### config.mk
export PLATFORM = sky130hd
export DESIGN_NAME = pclj_ctrl
export DESIGN_NICKNAME = d
export VERILOG_FILES = /design/src/design/pclj_pkg.sv /design/src/design/pclj_ctrl.sv
export SDC_FILE = /design/constraint.sdc
export NUM_CORES = 1
export LEC_CHECK = 0
export BUFFER_PORTS_ARGS = -buffer_cell sky130_fd_sc_hd__buf_2
export CAP_MARGIN = 0
export CORE_UTILIZATION = 35
export CTS_CLUSTER_DIAMETER = 60
export DETAILED_ROUTE_END_ITERATION = 8
export SETUP_SLACK_MARGIN = 0.05
export SLEW_MARGIN = 40
export SYNTH_ARGS = -nofsm -noshare
export SYNTH_HDL_FRONTEND = slang
export SYNTH_SLANG_ARGS = --single-unit
### constraint.sdc
create_clock -name i_clk -period 2 [get_ports i_clk]
set_input_delay 0.5 -clock i_clk [delete_from_list [all_inputs] [get_ports i_clk]]
set_output_delay 0.5 -clock i_clk [all_outputs]
set_load 0.02 [all_outputs]
### src/design/pclj_pkg.sv
`default_nettype none
package pclj_pkg;

    localparam int CFG_IDX_W  = 3;
    localparam int CFG_DATA_W = 48;

    typedef struct packed {
        logic signed [31:0] first_x;
        logic signed [31:0] first_y;
        logic signed [31:0] first_z;
        logic signed [31:0] second_x;
        logic signed [31:0] second_y;
        logic signed [31:0] second_z;
        logic [63:0]        charge_pair;
        logic [63:0]        epsilon_pair;
        logic [63:0]        sigma_pair;
        logic               last_pair;
    } t_in_word;

    typedef struct packed {
        logic signed [63:0] total_elec;
        logic signed [63:0] total_vdw;
        logic               saturated;
        logic               zero_distance;
    } t_out_word;

    typedef enum logic [4:0] {
        OP_LOAD, OP_DIFF, OP_MOD, OP_FIX, OP_SQ, OP_CUT, OP_CTN, OP_SQRT,
        OP_QM, OP_PE, OP_S, OP_S2, OP_S3, OP_S6, OP_S12, OP_EP, OP_PV,
        OP_T, OP_T2, OP_SW, OP_PES, OP_PVS, OP_ACC, OP_FLAGS, OP_TE, OP_EMIT
    } t_op;

    typedef enum logic [1:0] {U_NONE, U_MUL, U_DIV, U_SQRT} t_unit;

    typedef enum logic [1:0] {S_IDLE, S_ISSUE, S_WAIT} t_state;

    typedef struct packed {
        t_op        op;
        logic [1:0] axis;
        logic       start;
        logic       save;
    } t_cmd;

    typedef struct packed {
        logic done;
        logic box_zero;
        logic r2_zero;
        logic beyond;
        logic in_switch;
        logic last;
        logic out_free;
    } t_stat;

    function automatic t_unit unit_of(input t_op op);
        t_unit u;
        unique case (op) inside
            OP_SQ, OP_CUT, OP_CTN, OP_QM, OP_S2, OP_S3, OP_S6, OP_S12, OP_EP, OP_PV,
            OP_T2, OP_SW, OP_PES, OP_PVS, OP_TE: u = U_MUL;
            OP_MOD, OP_PE, OP_S, OP_T: u = U_DIV;
            OP_SQRT: u = U_SQRT;
            default: u = U_NONE;
        endcase
        return u;
    endfunction

endpackage
`default_nettype wire

### src/design/pclj_ctrl.sv
`default_nettype none
module pclj_ctrl
    import pclj_pkg::*;
(
    input  wire logic  i_clk,
    input  wire logic  i_rst_n,
    input  wire logic  i_in_valid,
    output logic       o_in_ready,
    output t_cmd       o_cmd,
    input  wire t_stat i_stat
);

    t_state     r_state, n_state;
    t_op        r_op, n_op;
    logic [1:0] r_axis, n_axis;

    t_op        w_nx_op;
    logic [1:0] w_nx_axis;
    logic       w_finish;
    t_unit      w_unit;

    assign w_unit = unit_of(r_op);

    always_comb begin
        w_nx_op   = OP_EMIT;
        w_nx_axis = r_axis;
        w_finish  = 1'b0;
        unique case (r_op)
            OP_DIFF: w_nx_op = i_stat.box_zero ? OP_SQ : OP_MOD;
            OP_MOD:  w_nx_op = OP_FIX;
            OP_FIX:  w_nx_op = OP_SQ;
            OP_SQ: begin
                if (r_axis == 2'd2) begin
                    w_nx_op = OP_CUT;
                end else begin
                    w_nx_op   = OP_DIFF;
                    w_nx_axis = r_axis + 2'd1;
                end
            end
            OP_CUT:  w_nx_op = OP_CTN;
            OP_CTN:  w_nx_op = (i_stat.r2_zero || i_stat.beyond) ? OP_FLAGS : OP_SQRT;
            OP_SQRT: w_nx_op = OP_QM;
            OP_QM:   w_nx_op = OP_PE;
            OP_PE:   w_nx_op = OP_S;
            OP_S:    w_nx_op = OP_S2;
            OP_S2:   w_nx_op = OP_S3;
            OP_S3:   w_nx_op = OP_S6;
            OP_S6:   w_nx_op = OP_S12;
            OP_S12:  w_nx_op = OP_EP;
            OP_EP:   w_nx_op = OP_PV;
            OP_PV:   w_nx_op = i_stat.in_switch ? OP_T : OP_ACC;
            OP_T:    w_nx_op = OP_T2;
            OP_T2:   w_nx_op = OP_SW;
            OP_SW:   w_nx_op = OP_PES;
            OP_PES:  w_nx_op = OP_PVS;
            OP_PVS:  w_nx_op = OP_ACC;
            OP_ACC:  w_nx_op = OP_FLAGS;
            OP_FLAGS: begin
                w_nx_op  = OP_TE;
                w_finish = !i_stat.last;
            end
            OP_TE:   w_nx_op = OP_EMIT;
            default: w_finish = 1'b1;
        endcase
    end

    always_comb begin
        n_state = r_state;
        n_op    = r_op;
        n_axis  = r_axis;
        unique case (r_state)
            S_IDLE: begin
                if (i_in_valid) begin
                    n_state = S_ISSUE;
                    n_op    = OP_DIFF;
                    n_axis  = 2'd0;
                end
            end
            S_ISSUE: begin
                if (w_unit != U_NONE) begin
                    n_state = S_WAIT;
                end else if (r_op != OP_EMIT || i_stat.out_free) begin
                    n_state = w_finish ? S_IDLE : S_ISSUE;
                    n_op    = w_nx_op;
                    n_axis  = w_nx_axis;
                end
            end
            S_WAIT: begin
                if (i_stat.done) begin
                    n_state = w_finish ? S_IDLE : S_ISSUE;
                    n_op    = w_nx_op;
                    n_axis  = w_nx_axis;
                end
            end
            default: n_state = S_IDLE;
        endcase
    end

    always_comb begin
        o_cmd.op    = r_op;
        o_cmd.axis  = r_axis;
        o_cmd.start = 1'b0;
        o_cmd.save  = 1'b0;
        o_in_ready  = 1'b0;
        unique case (r_state)
            S_IDLE: begin
                o_cmd.op   = OP_LOAD;
                o_cmd.save = i_in_valid;
                o_in_ready = 1'b1;
            end
            S_ISSUE: begin
                o_cmd.start = (w_unit != U_NONE);
                o_cmd.save  = (w_unit == U_NONE) && (r_op != OP_EMIT || i_stat.out_free);
            end
            S_WAIT: o_cmd.save = i_stat.done;
            default: o_cmd.save = 1'b0;
        endcase
    end

    always_ff @(posedge i_clk) begin
        if (!i_rst_n) begin
            r_state <= S_IDLE;
            r_op    <= OP_LOAD;
            r_axis  <= 2'd0;
        end else begin
            r_state <= n_state;
            r_op    <= n_op;
            r_axis  <= n_axis;
        end
    end

endmodule
`default_nettype wire

==> results.toml, run 1 <==
[run_status]
status = "complete, but fails checks"
violations = "negative setup slack"

[global_routing]
overflow = 0
grt_max_degree = 14
grt_pass1_vias = 1006
antenna_found_initial = 0
grtUsageTotal_pct = 20.7
grt_pass1_wl_um = 4330

[setup_path]
critPathCapture = "o_cmd[0]"
path_buf_inv = 1
worstSetupPathType = "reg -> out"
path_delay_family = "simple AND/OR/NAND/NOR gates"
reg2reg_slack_ns = 0.07
cp.depth = 6
crit_arrival_ns = 1.55
slowest_stage = "dfxtp_4"
startpoint_type = "flop"
critPathMaxStageDelay_ns = 0.37
worst_r2r_endpoint = "r_axis[1]$_SDFFE_PN0P_"
end_kind = "output pin"
path_max_fanout = 6
crit_start = "r_op[2]$_SDFFE_PN0P_"
r2r_start = "r_op[2]$_SDFFE_PN0P_"
required_ns = 1.50
r2r_cells = 6
path_cells = "or2_4 -> nor3_4 -> o21ai_2 -> o21ai_1 -> nor2b_2 -> buf_6"

[floorplan]
io_pins = 20
core_region_area_um2 = 2500
start_util_pct = 37.2
die-area_um2 = 2870
die_h_um = 53.6
die_x_um = 53.6
rows = 18

[finish]
mostFrequentLayoutCells = "19 x buf_4, 16 x buf_2, 11 x o21ai_0"
diodes = 0
area_growth_pct = 41.7
drive_gt1_share_pct = 40.2
mostFrequentLayoutCell = "buf_4"
final_nets = 182

[power]
total_power_uw = 1960
vdd_drop_max_uv = 863
powerDensity_nw_per_um2 = 1490
p_leak_uw = 0.000573

[min_path]
holdCritPathClass = "reg -> reg"
worstHoldPathCells = 2

[job]
maxCapViolCount = 0

[timing]
timing.final.crit_share_pct = 103
fmaxAchievable_ghz = 0.488
min_period_ns = 2.05
fin_setup_tns_ns = -0.0960
finalMaxSlewViolations = 0
relSlewSlack_pct = 72.2
fin_ws_ns = -0.0501
fin_skew_ns = 0.00441
holdWs_ns = 0.512
max_slew.worst_pin.slew_ns = 0.413
setup_violations = 2
finalHoldViolCount = 0
rsz0062_at_grt = "true"

[drt]
routed_via_density = 5.72
routedWlPerCell_um = 14.2
routed-via-count = 1110
routed_wirelength_um = 2750
drt_iter0_markers = 35
postRouteAntennaNets = 0
drtPass1Iterations = 4
drc = 0

[clocking]
cts_buffers = 3
cts_sinks = 9
clkLatencyLatePin_ns = 0.26
cts_max_level = 1
cts.reportedPaths.clkPinSlew_ns = 0.07
cts_root_buf = "clkbuf_4"
clock_path_buffers = 2
cts_hold_buf = 0
cts_tree = "yes"

[synthesis]
synth_ff_type = "dfxtp_1"
syn-num-nets = 147
synthCells = 130
syn-cell-area_um2 = 931
synth_edf_count = 0
synth_seq_area_share_pct = 19.4
synth_area_per_cell_um2 = 7.16
yosysUniqueCellTypes = 41
yosysWarnings = 0
async_reset_ff_share_pct = 0
yosys_register_bits = 9

[place]
dp_hpwl_um = 1880
gp_congestion = 0.895
io_buffers = 19
## how the worst min path moves through the flow
stage | start | endpoint | slack [ns]
after detailed placement | r_axis[0]$_SDFFE_PN0P_ | r_axis[0]$_SDFFE_PN0P_ | 0.50
final | r_axis[0]$_SDFFE_PN0P_ | r_axis[0]$_SDFFE_PN0P_ | 0.51
after CTS | r_axis[0]$_SDFFE_PN0P_ | r_axis[0]$_SDFFE_PN0P_ | 0.51
after floorplan | r_state[1]$_SDFFE_PN0P_ | r_state[1]$_SDFFE_PN0P_ | 0.50
after global routing | r_state[1]$_SDFFE_PN0P_ | r_state[1]$_SDFFE_PN0P_ | 0.55
after global placement | r_axis[1]$_SDFFE_PN0P_ | r_axis[1]$_SDFFE_PN0P_ | 0.48
## synthesized netlist by cell type, drive strengths merged, types with 4 or more instances
cell type / n / share of area [%]
o21ai: 13 / 7.0
inv: 10 / 4.0
a21oi: 9 / 4.8
dfxtp: 9 / 19
nor2: 9 / 3.6
ha: 7 / 9.4
nor2b: 7 / 4.7
clkbuf: 6 / 2.4
nand2: 6 / 2.4
nand3: 6 / 3.2
nand2b: 4 / 2.7
nor3: 4 / 2.2
## where the power goes
part | switching (uW) | internal [uW]
clock network | 68.8 | 77.0
logic | 790 | 693
registers | 89.1 | 246
## per-stage QoR
stage                     instances  worst slack [ns]  instance area (um2)  util, %
after floorplan                 130            0.0629                  931        -
after global placement          183            0.0913                 1110     44.5
after detailed placement        183            0.0473                 1110     44.5
after CTS                       190          -0.00538                 1220     49.0
after global routing            194           -0.0997                 1320     52.8
final                           194           -0.0501                 1320     52.8
## sequential cells by signal (all words and copies together) (netlist names)
signal,flops
r_axis,2
r_op,5
r_state,2
## cell type report
cell class | count | area [um2]
Multi-Input combinational cell | 104 | 773
Tap cell | 30 | 37.5
Clock buffer | 4 | 26.3
Timing Repair Buffer | 37 | 245
Fill cell | 231 | 1180
Sequential cell | 9 | 199
Inverter | 10 | 37.5
## layer usage
metal / vias up / track usage, % / part of all wire [%]
met1: 519 / 25.5 / 42
met3: 2 / 1.98 / 6.2
met4: 0 / 9.65 / 0.73
li1: 551 / - / -
met5: - / 0 / 0
met2: 38 / 35.8 / 51
## worst reg2reg max path, delay by kind of cell (launching register included)
kind	cells	cell delay, ns
AOI/OAI and AO/OA	3	0.70
buffers and inverters	1	0.14
and+or+nand+nor	2	0.66
DFF	1	0.37
## logic make-up after synthesis
logic type,after synthesis,share of synthesized area (%)
flops,9,19.4
compound gates,50,36.7
buf+inv,17,7.66
fa+ha+maj,7,9.41
simple gates,47,26.9
## repair_timing
| action | in CTS | in global routing |
|---|---|---|
| setup buffers | 3 | 4 |
| pin swaps | 3 | 4 |
| endpoints found under the hold margin | 0 | 0 |
| endpoints found under the setup margin | 2 | 9 |
| resized for setup | 22 | 20 |
(Power assumes the default switching activity.)
==> inputs of run 2 (changes only) <==
==> constraint.sdc (replaced) <==
create_clock -name i_clk -period 2.4 [get_ports i_clk]
set_input_delay 0.6 -clock i_clk [delete_from_list [all_inputs] [get_ports i_clk]]
set_output_delay 0.6 -clock i_clk [all_outputs]
set_load 0.02 [all_outputs]
==> run 2 against run 1 <==
  * The run now ends clean
  * Utilization fell by 6.6 points
  * Largest power group unchanged
  * Combinational power down 35%
  * Clock skew is 0.00075 ns higher
  * Sequential cell count unchanged
  * Clock power is 14% lower
  * Sequential power down 16%
  * Global-route usage fell by 1.3 points
  * Non-clock buffer count is 12 lower
  * Sequential share of layout area grew 1.5 points
  * Highest routed layer unchanged
  * Power fell by 30%
==> results.toml, run 2 (synthesis gave the netlist of run 1 again) <==
[clocking]
clock_path_buffers = 2
cts.reportedPaths.clkPinSlew_ns = 0.07
clkLatencyLatePin_ns = 0.27
cts_setup_buffers = 0
cts_tree = "yes"
cts_hold_buf = 0
cts_sinks = 9
cts_root_buf = "clkbuf_4"
cts_buffers = 3
cts_max_level = 1

[place]
dpl_cell_area_um2 = 1070
placed_cells = 178
dp_hpwl_um = 1920
io_buffers = 19
gp_congestion = 0.895

[floorplan]
die_x_um = 53.6
die-area_um2 = 2870
core_region_area_um2 = 2500
io_pins = 20
die_h_um = 53.6
rows = 18
start_util_pct = 37.2

[run_status]
status = "complete, no violations"

[timing]
fmaxAchievable_ghz = 0.442
timing.final.crit_share_pct = 94.3
setup_violations = 0
fin_setup_tns_ns = 0
relSlewSlack_pct = 75.4
fin_skew_ns = 0.00517
finalHoldViolCount = 0
holdWs_ns = 0.508
min_period_ns = 2.26
finalMaxSlewViolations = 0
max_slew.worst_pin.slew_ns = 0.366
rsz0062_at_grt = "false"

[finish]
design_area_um2 = 1150
drive_gt1_share_pct = 28.3
largest_register_ffs = 5
mostFrequentLayoutCells = "19 x buf_2, 11 x o21ai_0, 9 x inv_1, 9 x a21oi_1, 9 x nor2_1"
diodes = 0
final_nets = 170
largest-register = "r_op"
area_growth_pct = 23.9
mostFrequentLayoutCell = "buf_2"
instances_no_fill = 182
largest_registers = "r_op x5, r_axis x2, r_state x2"

[global_routing]
grtUsageTotal_pct = 19.4
grt_pass1_wl_um = 3920
antenna_found_initial = 0
grt_pass1_vias = 882
overflow = 0
grt_max_degree = 13

[job]
maxCapViolCount = 0

[power]
comb_power_share_pct = 70.1
p_clk_share_pct = 9.2
p_leak_uw = 0.000493
swShare_pct = 52.0
internal-power_uw = 655
sequentialPowerShare_pct = 20.7
p_sw_uw = 711
vdd_drop_max_uv = 530
total_power_uw = 1370
powerDensity_nw_per_um2 = 1180

[min_path]
holdCritPathClass = "reg -> reg"

[drt]
postRouteAntennaNets = 0
routedWlPerCell_um = 14.4
drc = 0
routed_via_density = 5.81
drt_iter0_markers = 13
routed_wirelength_um = 2630
routed-via-count = 1057
drtPass1Iterations = 4

[setup_path]
startpoint_type = "flop"
crit_arrival_ns = 1.66
required_ns = 1.80
end_kind = "output pin"
path_max_fanout = 9
worstSetupPathType = "reg -> out"
[run 2: cell type report]
type	count	area, um2
Clock buffer	4	26.3
Fill cell	257	1350
Inverter	10	37.5
Multi-Input combinational cell	104	721
Sequential cell	9	191
Tap cell	30	37.5
Timing Repair Buffer	25	140
[run 2: repair_timing]
item | in CTS | in global routing
pin swaps | 0 | 1
endpoints found under the setup margin | 1 | 1
gates resized for setup | 7 | 11
[run 2: stage by stage]
step | util [%] | setup WS [ns]
2_1_floorplan | - | 0.430
3_5_place_dp | 43.0 | 0.262
6_report | 46.1 | 0.138
3_3_place_gp | 43.0 | 0.287
5_1_grt | 46.1 | 0.0396
4_1_cts | 44.7 | 0.0813
[run 2: worst paths after layout]
path | startpoint | to | slack (ns) | depth (start not counted)
max | r_op[0]$_SDFFE_PN0P_ | o_cmd[0] | 0.14 | 6
min | r_axis[0]$_SDFFE_PN0P_ | r_axis[0]$_SDFFE_PN0P_ | 0.51 | 2
max reg2reg | r_state[0]$_SDFFE_PN0P_ | r_axis[1]$_SDFFE_PN0P_ | 0.37 | 7
min reg2reg | r_axis[0]$_SDFFE_PN0P_ | r_axis[0]$_SDFFE_PN0P_ | 0.51 | 2
[run 2: per-layer routing]
layer | up-vias | part of all wire, % | GRT usage, % | wire, um
met5 | - | 0 | 0 | 0
met2 | 26 | 48 | 32.5 | 1250
li1 | 531 | - | - | -
met1 | 496 | 46 | 22.8 | 1210
met3 | 4 | 4.5 | 3.39 | 117
met4 | 0 | 2.1 | 11.8 | 55
[run 2: critical path: stages, from the launching register on]
cell	delay [ns]
dfxtp_2	0.42
buf_4	0.19
nand2b_1	0.12
nor4_4	0.27
o21ai_1	0.10
nor2b_1	0.13
buf_2	0.15
[run 2: power groups by stage]
stage	logic [uW]	clock network [uW]	registers, uW
after floorplan	707	0	236
after global placement	899	0	262
after detailed placement	899	0	266
after CTS	910	126	271
after global routing	1060	137	289
final	958	126	282
==> inputs of run 3 (changes only) <==
--- a/config.mk
+++ b/config.mk
@@ -7,6 +7,7 @@
 export LEC_CHECK = 0
 export BUFFER_PORTS_ARGS = -buffer_cell sky130_fd_sc_hd__buf_2
 export CAP_MARGIN = 0
+export CORE_ASPECT_RATIO = 1.75
 export CORE_UTILIZATION = 35
 export CTS_CLUSTER_DIAMETER = 60
 export DETAILED_ROUTE_END_ITERATION = 8
==> run 3 against run 2 <==
  * Sequential cell count did not move
  * Largest cell class unchanged
  * Critical path type unchanged
  * Power rose by 8.4%
  * Cell area rose by 2.6%
  * Via count rose by 7.3%
  * Register-to-register slack got worse by 0.06 ns
  * Global-route usage rose by 2.9 points
==> results.toml, run 3 (synthesis gave the netlist of run 1 again) <==
[place]
io_buffers = 19
gp_congestion = 0.955
placed_cells = 174
dp_hpwl_um = 2220
dpl_cell_area_um2 = 1070

[timing]
min_period_ns = 2.26
finalMaxSlewViolations = 0
fin_skew_ns = 0.00288
setup_violations = 0
fmaxAchievable_ghz = 0.443
max_slew.worst_pin.slew_ns = 0.452
timing.final.crit_share_pct = 94.1
finalHoldViolCount = 0
fin_setup_tns_ns = 0
relSlewSlack_pct = 69.6
rsz0062_at_grt = "false"

[run_status]
status = "complete, no violations"

[power]
p_clk_share_pct = 11.9
powerDensity_nw_per_um2 = 1250
comb_power_share_pct = 69.5
vdd_drop_max_uv = 556
swShare_pct = 50.3
p_leak_uw = 0.000513
p_sw_uw = 744
internal-power_uw = 736
sequentialPowerShare_pct = 18.7

[global_routing]
overflow = 0
antenna_found_initial = 0
grt_pass1_vias = 1064
grt_max_degree = 15
grt_pass1_wl_um = 4560
grtUsageTotal_pct = 22.3

[floorplan]
rows = 24
io_pins = 20
die_x_um = 41.0
core_region_area_um2 = 2490
die-area_um2 = 2880
start_util_pct = 37.3
die_h_um = 70.2

[setup_path]
startpoint_type = "flop"
critPathMaxStageDelay_ns = 0.39
end_kind = "output pin"
slowest_stage = "dfxtp_2"
required_ns = 1.80
worstSetupPathType = "reg -> out"
path_max_fanout = 14
crit_arrival_ns = 1.66
r2r_cells = 7
path_cells = "or2_2 -> nor4_2 -> o21ai_0 -> nor2b_1 -> buf_2"

[clocking]
cts_sinks = 9
cts_tree = "yes"
cts_root_buf = "clkbuf_8"
cts_buffers = 3
clkLatencyLatePin_ns = 0.23
clock_path_buffers = 2
cts.reportedPaths.clkPinSlew_ns = 0.04
cts_max_level = 1

[finish]
largest_register_ffs = 5
area_growth_pct = 27.2
design_area_um2 = 1180
mostFrequentLayoutCell = "buf_2"
largest_registers = "r_op x5, r_axis x2, r_state x2"
diodes = 0
num-fill-cells = 259
final_nets = 173
drive_gt1_share_pct = 28.4
instances_no_fill = 181
largest-register = "r_op"
mostFrequentLayoutCells = "19 x buf_2, 13 x o21ai_0"

[job]
maxCapViolCount = 0

[drt]
routed_wirelength_um = 2900
postRouteAntennaNets = 0
drt_iter0_markers = 60
routed_via_density = 6.27
routedWlPerCell_um = 16.0
drtPass1Iterations = 4
routed-via-count = 1134
drc = 0

[min_path]
worstHoldPathCells = 2
holdCritPathClass = "reg -> reg"
-- run 3: final cells by class --
class | instances | area, um2 | area share [%]
Multi-Input combinational cell | 104 | 714 | 60.4
Sequential cell | 9 | 188 | 15.9
Timing Repair Buffer | 28 | 163 | 13.7
Clock buffer | 4 | 45.0 | 3.81
Inverter | 10 | 41.3 | 3.49
Tap cell | 26 | 32.5 | 2.75
-- run 3: timing repair --
item,CTS,global route
setup endpoints to repair,1,1
buffers inserted,0,3
pin swaps,0,0
gates resized for setup,2,11
hold buffers,0,0
-- run 3: power by group through the flow --
| stage | combinational (uW) | clock [uW] | sequential [uW] |
|---|---|---|---|
| 2_1_floorplan | 707 | 0 | 236 |
| 3_3_place_gp | 941 | 0 | 256 |
| 5_1_grt | 1140 | 189 | 282 |
| 6_report | 1030 | 176 | 276 |
| 3_5_place_dp | 953 | 0 | 257 |
| 4_1_cts | 960 | 179 | 257 |
-- run 3: metal layers --
metal	global-route usage, %	vias to the layer above	routed length (um)
met5	0	-	0
met4	16.3	0	157
met3	3.17	14	170
met2	35.4	60	1540
met1	24.4	529	1030
li1	-	531	-
-- run 3: critical path, delay by kind of cell, from the launching register on --
family	cells	cell delay [ns]
buf+inv	1	0.15
simple gates	3	0.76
flops	1	0.39
compound gates	1	0.12
-- run 3: final timing paths --
path / startpoint / to / slack [ns]
setup / recovery: r_op[1]$_SDFFE_PN0P_ / o_cmd[0] / 0.14
setup reg to reg: r_state[0]$_SDFFE_PN0P_ / r_axis[1]$_SDFFE_PN0P_ / 0.31
hold reg to reg: r_axis[0]$_SDFFE_PN0P_ / r_axis[0]$_SDFFE_PN0P_ / 0.50
hold / removal: r_axis[0]$_SDFFE_PN0P_ / r_axis[0]$_SDFFE_PN0P_ / 0.50
-- run 3: metrics by stage --
| step | hold slack (ns) | worst slack [ns] | power [uW] | util [%] |
|---|---|---|---|---|
| 3_3_place_gp | 0.489 | 0.310 | 1200 | 42.9 |
| 3_5_place_dp | 0.498 | 0.231 | 1210 | 42.9 |
| 4_1_cts | 0.508 | 0.0813 | 1390 | 45.0 |
| 2_1_floorplan | 0.502 | 0.430 | 943 | - |
| 6_report | 0.501 | 0.143 | 1480 | 47.5 |
| 5_1_grt | 0.545 | 0.0338 | 1610 | 47.5 |
